==> src/hw/rtl/eucd_pkg.sv <==
// Shared types and constants of the Euclidean distance block.
package eucd_pkg;

  localparam int ACC_W       = 54;         // accumulator width
  localparam int DIST_W      = 27;         // distance width, Q19.8
  localparam int SQRT_STAGES = ACC_W / 2;  // one root bit per cell
  localparam int OUT_TDATA_W = ((DIST_W + 7) / 8) * 8;

  localparam logic [ACC_W-1:0] ACC_MAX = {ACC_W{1'b1}};

  // Word handed along the square-root chain.
  typedef struct packed {
    logic [ACC_W-1:0] rem;   // remaining radicand
    logic [ACC_W-1:0] root;  // partial root, shifted form
    logic             sat;   // accumulator saturated in this pair
  } sqrt_word_t;

endpackage

==> src/hw/rtl/eucd_mac.sv <==
// Front end: absolute difference, square, saturating accumulate, hand-off register.
module eucd_mac #(
  parameter int COORD_BITS = 24
) (
  input  logic                    clk_i,
  input  logic                    rst_ni,
  input  logic                    s_valid_i,
  output logic                    s_ready_o,
  input  logic [COORD_BITS-1:0]   coord_a_i,
  input  logic [COORD_BITS-1:0]   coord_b_i,
  input  logic                    last_i,
  output logic                    h_valid_o,
  input  logic                    h_ready_i,
  output eucd_pkg::sqrt_word_t    h_word_o
);

  localparam int SQ_W  = 2 * COORD_BITS;
  localparam int SUM_W = ((SQ_W > eucd_pkg::ACC_W) ? SQ_W : eucd_pkg::ACC_W) + 1;

  // stage A: difference
  logic                  va_q;
  logic                  lasta_q;
  logic [COORD_BITS-1:0] diff_q, diff_d;
  // stage B: square
  logic                  vb_q;
  logic                  lastb_q;
  logic [SQ_W-1:0]       sq_q, sq_d;
  // accumulator
  logic [eucd_pkg::ACC_W-1:0] acc_q, acc_d;
  logic                       ovf_q, ovf_d;
  logic [SUM_W-1:0]           sum;
  logic                       ovf_add;
  // hand-off
  logic                 hv_q;
  eucd_pkg::sqrt_word_t hw_q;

  logic ready_a, ready_b, leave_b, free_h;

  assign diff_d = (coord_a_i >= coord_b_i) ? (coord_a_i - coord_b_i)
                                           : (coord_b_i - coord_a_i);
  assign sq_d   = SQ_W'(diff_q) * SQ_W'(diff_q);

  assign sum     = SUM_W'(acc_q) + SUM_W'(sq_q);
  assign ovf_add = |sum[SUM_W-1:eucd_pkg::ACC_W];
  assign acc_d   = ovf_add ? eucd_pkg::ACC_MAX : sum[eucd_pkg::ACC_W-1:0];
  assign ovf_d   = ovf_q | ovf_add;

  assign free_h  = !hv_q || h_ready_i;
  assign leave_b = vb_q && (!lastb_q || free_h);
  assign ready_b = !vb_q || leave_b;
  assign ready_a = !va_q || ready_b;

  assign s_ready_o = ready_a;
  assign h_valid_o = hv_q;
  assign h_word_o  = hw_q;

  always_ff @(posedge clk_i or negedge rst_ni) begin
    if (!rst_ni) begin
      va_q  <= 1'b0;
      vb_q  <= 1'b0;
      hv_q  <= 1'b0;
      acc_q <= '0;
      ovf_q <= 1'b0;
    end else begin
      if (ready_a) begin
        va_q <= s_valid_i;
      end
      if (ready_b) begin
        vb_q <= va_q;
      end
      if (leave_b) begin
        if (lastb_q) begin
          acc_q <= '0;
          ovf_q <= 1'b0;
        end else begin
          acc_q <= acc_d;
          ovf_q <= ovf_d;
        end
      end
      if (free_h) begin
        hv_q <= leave_b && lastb_q;
      end
    end
  end

  // payload, no reset
  always_ff @(posedge clk_i) begin
    if (ready_a && s_valid_i) begin
      diff_q  <= diff_d;
      lasta_q <= last_i;
    end
    if (ready_b && va_q) begin
      sq_q    <= sq_d;
      lastb_q <= lasta_q;
    end
    if (free_h && leave_b && lastb_q) begin
      hw_q.rem  <= acc_d;
      hw_q.root <= '0;
      hw_q.sat  <= ovf_d;
    end
  end

endmodule

==> src/hw/rtl/eucd_sqrt_cell.sv <==
// One cell of the square-root chain: settles one root bit per pass.
module eucd_sqrt_cell #(
  parameter int STAGE = 0
) (
  input  logic                 clk_i,
  input  logic                 rst_ni,
  input  logic                 in_valid_i,
  output logic                 in_ready_o,
  input  eucd_pkg::sqrt_word_t in_word_i,
  output logic                 out_valid_o,
  input  logic                 out_ready_i,
  output eucd_pkg::sqrt_word_t out_word_o
);

  localparam int               SHIFT   = eucd_pkg::ACC_W - 2 - 2 * STAGE;
  localparam logic [eucd_pkg::ACC_W-1:0] TRY_BIT =
    {{(eucd_pkg::ACC_W-1){1'b0}}, 1'b1} << SHIFT;

  logic                       valid_q;
  eucd_pkg::sqrt_word_t       word_q, word_d;
  logic [eucd_pkg::ACC_W-1:0] trial;
  logic                       fits;

  assign trial = in_word_i.root + TRY_BIT;
  assign fits  = in_word_i.rem >= trial;

  always_comb begin
    word_d.sat = in_word_i.sat;
    if (fits) begin
      word_d.rem  = in_word_i.rem - trial;
      word_d.root = (in_word_i.root >> 1) + TRY_BIT;
    end else begin
      word_d.rem  = in_word_i.rem;
      word_d.root = in_word_i.root >> 1;
    end
  end

  assign in_ready_o  = !valid_q || out_ready_i;
  assign out_valid_o = valid_q;
  assign out_word_o  = word_q;

  always_ff @(posedge clk_i or negedge rst_ni) begin
    if (!rst_ni) begin
      valid_q <= 1'b0;
    end else if (in_ready_o) begin
      valid_q <= in_valid_i;
    end
  end

  always_ff @(posedge clk_i) begin
    if (in_ready_o && in_valid_i) begin
      word_q <= word_d;
    end
  end

endmodule

==> src/hw/rtl/euclidean_distance_nd_top.sv <==
// Top level of the streaming N-dimensional Euclidean distance block.
// Each input transaction carries one dimension of a point pair: coordinate a
// in the low COORD_BITS of s_axis_tdata, coordinate b above it, and tlast on
// the final dimension. Coordinates are unsigned Q16.8. While the master side
// does not stall, one transaction is taken per clock cycle, sustained, with
// no gap between point pairs: the difference, the square and the saturating
// 54-bit accumulate form a registered front end that absorbs one dimension
// per cycle, and the floor square root runs down a chain of 27 cells, one
// root bit per cell, so several pairs can be in the chain at once. The
// transaction carrying tlast passes the difference register, the square
// register, the hand-off register and the 27 chain cells in that order
// before its result appears on the master side; a stall on the master side
// delays it further. tdata of the result holds the Q19.8 distance; tuser is
// set when the accumulator saturated during that pair, in which case the
// distance reads all ones. Pairs longer than any dimension limit simply
// keep accumulating.
module euclidean_distance_nd_top #(
  parameter int COORD_BITS = 24
) (
  input  logic                            clk_i,
  input  logic                            rst_ni,
  // slave side; tdata fields from bit 0: coord_a, coord_b, zero fill
  input  logic                            s_axis_tvalid,
  output logic                            s_axis_tready,
  input  logic [((2*COORD_BITS+7)/8)*8-1:0] s_axis_tdata,
  input  logic                            s_axis_tlast,   // last_dim
  // master side; tdata fields from bit 0: distance, zero fill
  output logic                            m_axis_tvalid,
  input  logic                            m_axis_tready,
  output logic [eucd_pkg::OUT_TDATA_W-1:0] m_axis_tdata,
  output logic                            m_axis_tuser    // saturated
);

  localparam int N = eucd_pkg::SQRT_STAGES;

  // chain links: index k feeds cell k, index N is the chain output
  logic                 link_valid [N+1];
  logic                 link_ready [N+1];
  eucd_pkg::sqrt_word_t link_word  [N+1];

  // front end: diff, square, accumulate, hand-off into the chain
  eucd_mac #(
    .COORD_BITS (COORD_BITS)
  ) u_mac (
    .clk_i     (clk_i),
    .rst_ni    (rst_ni),
    .s_valid_i (s_axis_tvalid),
    .s_ready_o (s_axis_tready),
    .coord_a_i (s_axis_tdata[COORD_BITS-1:0]),
    .coord_b_i (s_axis_tdata[2*COORD_BITS-1:COORD_BITS]),
    .last_i    (s_axis_tlast),
    .h_valid_o (link_valid[0]),
    .h_ready_i (link_ready[0]),
    .h_word_o  (link_word[0])
  );

  // square-root chain; cell k tries bit 2^(52-2k)
  for (genvar k = 0; k < N; k++) begin : g_cell
    eucd_sqrt_cell #(
      .STAGE (k)
    ) u_cell (
      .clk_i       (clk_i),
      .rst_ni      (rst_ni),
      .in_valid_i  (link_valid[k]),
      .in_ready_o  (link_ready[k]),
      .in_word_i   (link_word[k]),
      .out_valid_o (link_valid[k+1]),
      .out_ready_i (link_ready[k+1]),
      .out_word_o  (link_word[k+1])
    );
  end

  // last cell's register is the output register
  assign link_ready[N] = m_axis_tready;
  assign m_axis_tvalid = link_valid[N];
  assign m_axis_tdata  = eucd_pkg::OUT_TDATA_W'(link_word[N].root[eucd_pkg::DIST_W-1:0]);
  assign m_axis_tuser  = link_word[N].sat;

  // ---------------------------------------------------------------------
  // Assertions
  // ---------------------------------------------------------------------

  // finished root fits the distance field
  a_root_fits: assert property (@(posedge clk_i) disable iff (!rst_ni)
    m_axis_tvalid |-> (link_word[N].root[eucd_pkg::ACC_W-1:eucd_pkg::DIST_W] == '0))
    else $error("square root exceeds distance width");

  // floor root: remainder never above twice the root
  a_rem_bound: assert property (@(posedge clk_i) disable iff (!rst_ni)
    m_axis_tvalid |-> (link_word[N].rem <= {link_word[N].root[eucd_pkg::ACC_W-2:0], 1'b0}))
    else $error("square root remainder out of range");

  // a saturated sum gives the largest distance
  a_sat_dist: assert property (@(posedge clk_i) disable iff (!rst_ni)
    (m_axis_tvalid && m_axis_tuser) |->
      (m_axis_tdata[eucd_pkg::DIST_W-1:0] == {eucd_pkg::DIST_W{1'b1}}))
    else $error("saturated pair without full-scale distance");

  // input only stalls when a result is backed up at the output
  a_stall_cause: assert property (@(posedge clk_i) disable iff (!rst_ni)
    !s_axis_tready |-> (m_axis_tvalid && !m_axis_tready))
    else $error("input stalled without output backpressure");

endmodule
==> config.mk <==
export PLATFORM = sky130hd
export DESIGN_NAME = euclidean_distance_nd_top
export DESIGN_NICKNAME = d
export VERILOG_FILES = /design/src/hw/rtl/eucd_pkg.sv /design/src/hw/rtl/eucd_mac.sv /design/src/hw/rtl/eucd_sqrt_cell.sv /design/src/hw/rtl/euclidean_distance_nd_top.sv
export SDC_FILE = /design/constraint.sdc
export NUM_CORES = 2
export LEC_CHECK = 0
export ABC_AREA = 1
export BUFFER_PORTS_ARGS = -buffer_cell sky130_fd_sc_hd__buf_2
export CORE_UTILIZATION = 50
export DETAILED_ROUTE_END_ITERATION = 12
export GPL_TIMING_DRIVEN = 0
export PLACE_DENSITY = 0.65
export SYNTH_ARGS = -nofsm -noshare
export SYNTH_HDL_FRONTEND = slang
export SYNTH_SLANG_ARGS = --single-unit
==> constraint.sdc <==
create_clock -name clk_i -period 7.4 [get_ports clk_i]
set_clock_uncertainty 0.05 [all_clocks]
set_input_delay 0.74 -clock clk_i [delete_from_list [all_inputs] [get_ports clk_i]]
set_output_delay 0.74 -clock clk_i [all_outputs]
set_load 0.005 [all_outputs]
==> impl_metrics.yaml <==
outcome:
  status: "finished clean"
sta:
  setup_viol: 0
  period_share_pct: 97.7
  worst_pin_slew_ns: 1.26
  fin_ws_ns: 0.170
  hold_slack_ns: 0.0806
  max_slew_margin_pct: 15.9
  drv_slew: 0
  min_period_ns: 7.23
  fmax_mhz: 138
  hold_viol: 0
cts:
  clk_path_buf_depth: 3
  cts.reportedPaths.clkPinSlew_ns: 0.06
  clk_latency_ns: 0.89
  cts_buffers: 210
  clock-sinks: 2022
  htreeDepth: 4
  cts_tree: "done"
  clockRootBuffer: "clkbuf_16"
floorplanning:
  rows: 176
  initial_core_util_pct: 50.3
  ios: 88
  fp.coreArea_um2: 230000
  die_x_um: 483
  die_area_um2: 233000
  die_h_um: 483
synth:
  synth_edf_count: 1937
  ys_seq_area_share_pct: 52.1
  ys_seq_elements: 2022
  synth_flop_cell: "edfxtp_1"
  syn_area_um2: 116000
  syn_area_per_cell_um2: 10.5
  synthArstFlopShare_pct: 4.20
  syn_inst: 11100
  yosysWarnings: 0
  synth.distinct_cells: 78
detailed_routing:
  wirelength_um: 294000
  ant_nets: 0
  drc: 0
  vias: 79300
  dr.pass1.iters: 6
  vias_per_cell: 5.40
  wire_per_inst_um: 20.0
  drt_iter0_drc: 6321
finish:
  layoutNonFillerInstCount: 14700
  final_util_pct: 56.3
  nets: 12600
  area_growth_pct: 12.0
  drive_above_1_share_pct: 6.94
placed_design:
  place_hpwl_um: 233000
  port_buffers: 82
  gp_congestion: 0.958
  place_inst: 14200
  preCtsSetupSlack_ns: -1.32
global_routing:
  grt_pass1_vias: 78900
  grt_first_pass_wirelength_um: 451000
  grt_use_total_pct: 24.9
  antenna_found_initial: 9
  grt_max_degree: 78
  grt_overflow: 0
setup_path:
  arrival_ns: 7.85
  cp.required_ns: 8.02
  cp_max_fo: 10
  cp-start-kind: "flop"
  crit_type: "reg -> reg"
  crit_path_end_kind: "flop"
flow_run:
  drv_cap: 0
worst_hold_path:
  hold_class: "in -> reg"
-- registers in the layout (all words and copies together) (netlist names), 24 cells and up --
| register | cells |
|---|---|
| g_cell.u_cell.out_valid_o | 27 |
| u_mac.acc_q | 54 |
| g_cell.u_cell.out_word_o | 1809 |
| u_mac.h_word_o | 55 |
| u_mac.diff_q | 24 |
| u_mac.sq_q | 47 |
-- through the flow --
stage	area [um^2]	setup TNS (ns)
final	130000	0
after global placement	120000	-16.24
after floorplan	116000	0
after detailed placement	121000	-16.93
after CTS	129000	0
after global routing	130000	-0.0973
-- worst paths after layout --
path,slack (ns),to,cells after the start,startpoint
worst max-delay path,0.17,u_mac.sq_q[45],26,u_mac.diff_q[0]
worst min-delay path,0.08,u_mac.lasta_q,1,s_axis_tlast
worst max register to register,0.17,u_mac.sq_q[45],26,u_mac.diff_q[0]
worst min register to register,0.32,g_cell[1].u_cell.out_word_o[63],0,g_cell[0].u_cell.out_word_o[63]
max in group asynchronous,6.14,u_mac.acc_q[7],3,rst_ni
min in group asynchronous,0.32,u_mac.h_valid_o,2,rst_ni
-- cells by family (layout without fill, tap and decap cells) --
| group | after synthesis | after routing | synth area share (%) |
|---|---|---|---|
| XOR/XNOR | 757 | 757 | 5.73 |
| flip-flops | 2022 | 2022 | 52.1 |
| AO/OA/AOI/OAI | 1497 | 1497 | 7.16 |
| AND/OR/NAND/NOR | 3490 | 3490 | 13.0 |
| buffers and inverters | 2180 | 2762 | 7.15 |
| multiplexers | 9 | 9 | 0.0800 |
| other | 1 | 7 | 0.00324 |
| adder cells (fa/ha/maj) | 1109 | 1109 | 14.8 |
-- area by class of cell --
class	count	area, um^2
fill	19600	100000
clock buffer	259	5610
multi-input combinational	6867	47700
antenna	2	5.00
tap	3026	3790
buffer	150	993
sequential	2022	60300
timing repair buffer	185	1760
inverter	2029	7630
clock inverter	139	1890
-- routing by layer --
layer | global-route usage, % | wire, um | vias up
li1 | - | - | 37900
met1 | 34.2 | 129000 | 38800
met2 | 41.3 | 140000 | 2167
met3 | 3.87 | 17500 | 423
met4 | 6.49 | 7490 | 2
met5 | 0 | 7 | -
-- what timing repair did --
| action | 4_1_cts | 5_1_grt |
|---|---|---|
| hold endpoints to repair | 26 | 0 |
| pin swaps | 5 | 31 |
| hold buffers | 1 | 0 |
| gates cloned | 0 | 1 |
| endpoints found under the setup margin | 27 | 12 |
| buffers inserted | 50 | 17 |
| gates resized for setup | 135 | 121 |
-- cells in the mapped netlist, types with 10 or more instances --
library cell,count,share of area (%)
inv_1,2025,6.6
edfxtp_1,1937,50
nand2_1,1673,5.4
nor2_1,967,3.1
ha_1,674,7.3
a21oi_1,666,2.9
o21ai_0,512,2.2
fa_1,435,7.5
xor2_1,418,3.2
xnor2_1,339,2.6
nand3_1,228,0.99
nor4_1,199,1.1
nor3_1,152,0.66
nand4_1,128,0.69
clkbuf_1,104,0.34
dfrtp_1,85,1.8
a31oi_1,45,0.24
or2_2,42,0.23
a21o_1,32,0.21
o211ai_1,30,0.19
o21bai_1,30,0.19
buf_2,29,0.13
o21a_1,29,0.19
o21ai_1,21,0.091
or4_1,21,0.14
o31ai_1,20,0.13
o221ai_1,17,0.13
a211oi_1,15,0.097
nand3b_1,13,0.084
a21boi_0,12,0.078
o2111ai_1,11,0.083
nor4b_1,10,0.076
-- cells in the final DEF (no fill, tap or decap), drive strengths merged, types with 264 or more instances in the layout --
cell / count
o21ai: 542
inv: 2035
ha: 674
xor2: 418
clkbuf: 329
nand2: 1677
buf: 264
a21oi: 670
xnor2: 339
fa: 435
edfxtp: 1937
nor2: 977
-- critical path, cell delays in order, from the launching register on --
cell	delay, ns
edfxtp_1	0.41
buf_12	0.17
clkbuf_4	0.22
nand2_1	0.14
inv_1	0.07
fa_1	0.53
inv_1	0.06
fa_1	0.54
inv_1	0.06
fa_1	0.50
fa_1	0.53
fa_1	0.53
fa_1	0.58
inv_1	0.06
fa_1	0.54
inv_1	0.05
ha_2	0.41
nand2_1	0.10
nor2_1	0.11
inv_1	0.06
o21ai_2	0.22
a21boi_2	0.09
buf_4	0.17
o21bai_2	0.20
a21boi_2	0.11
o21ai_1	0.20
xor2_2	0.32
Power is left out: the tool's default activity adds up to more than one toggle a clock period on the data nets, which glitch-free logic cannot reach.
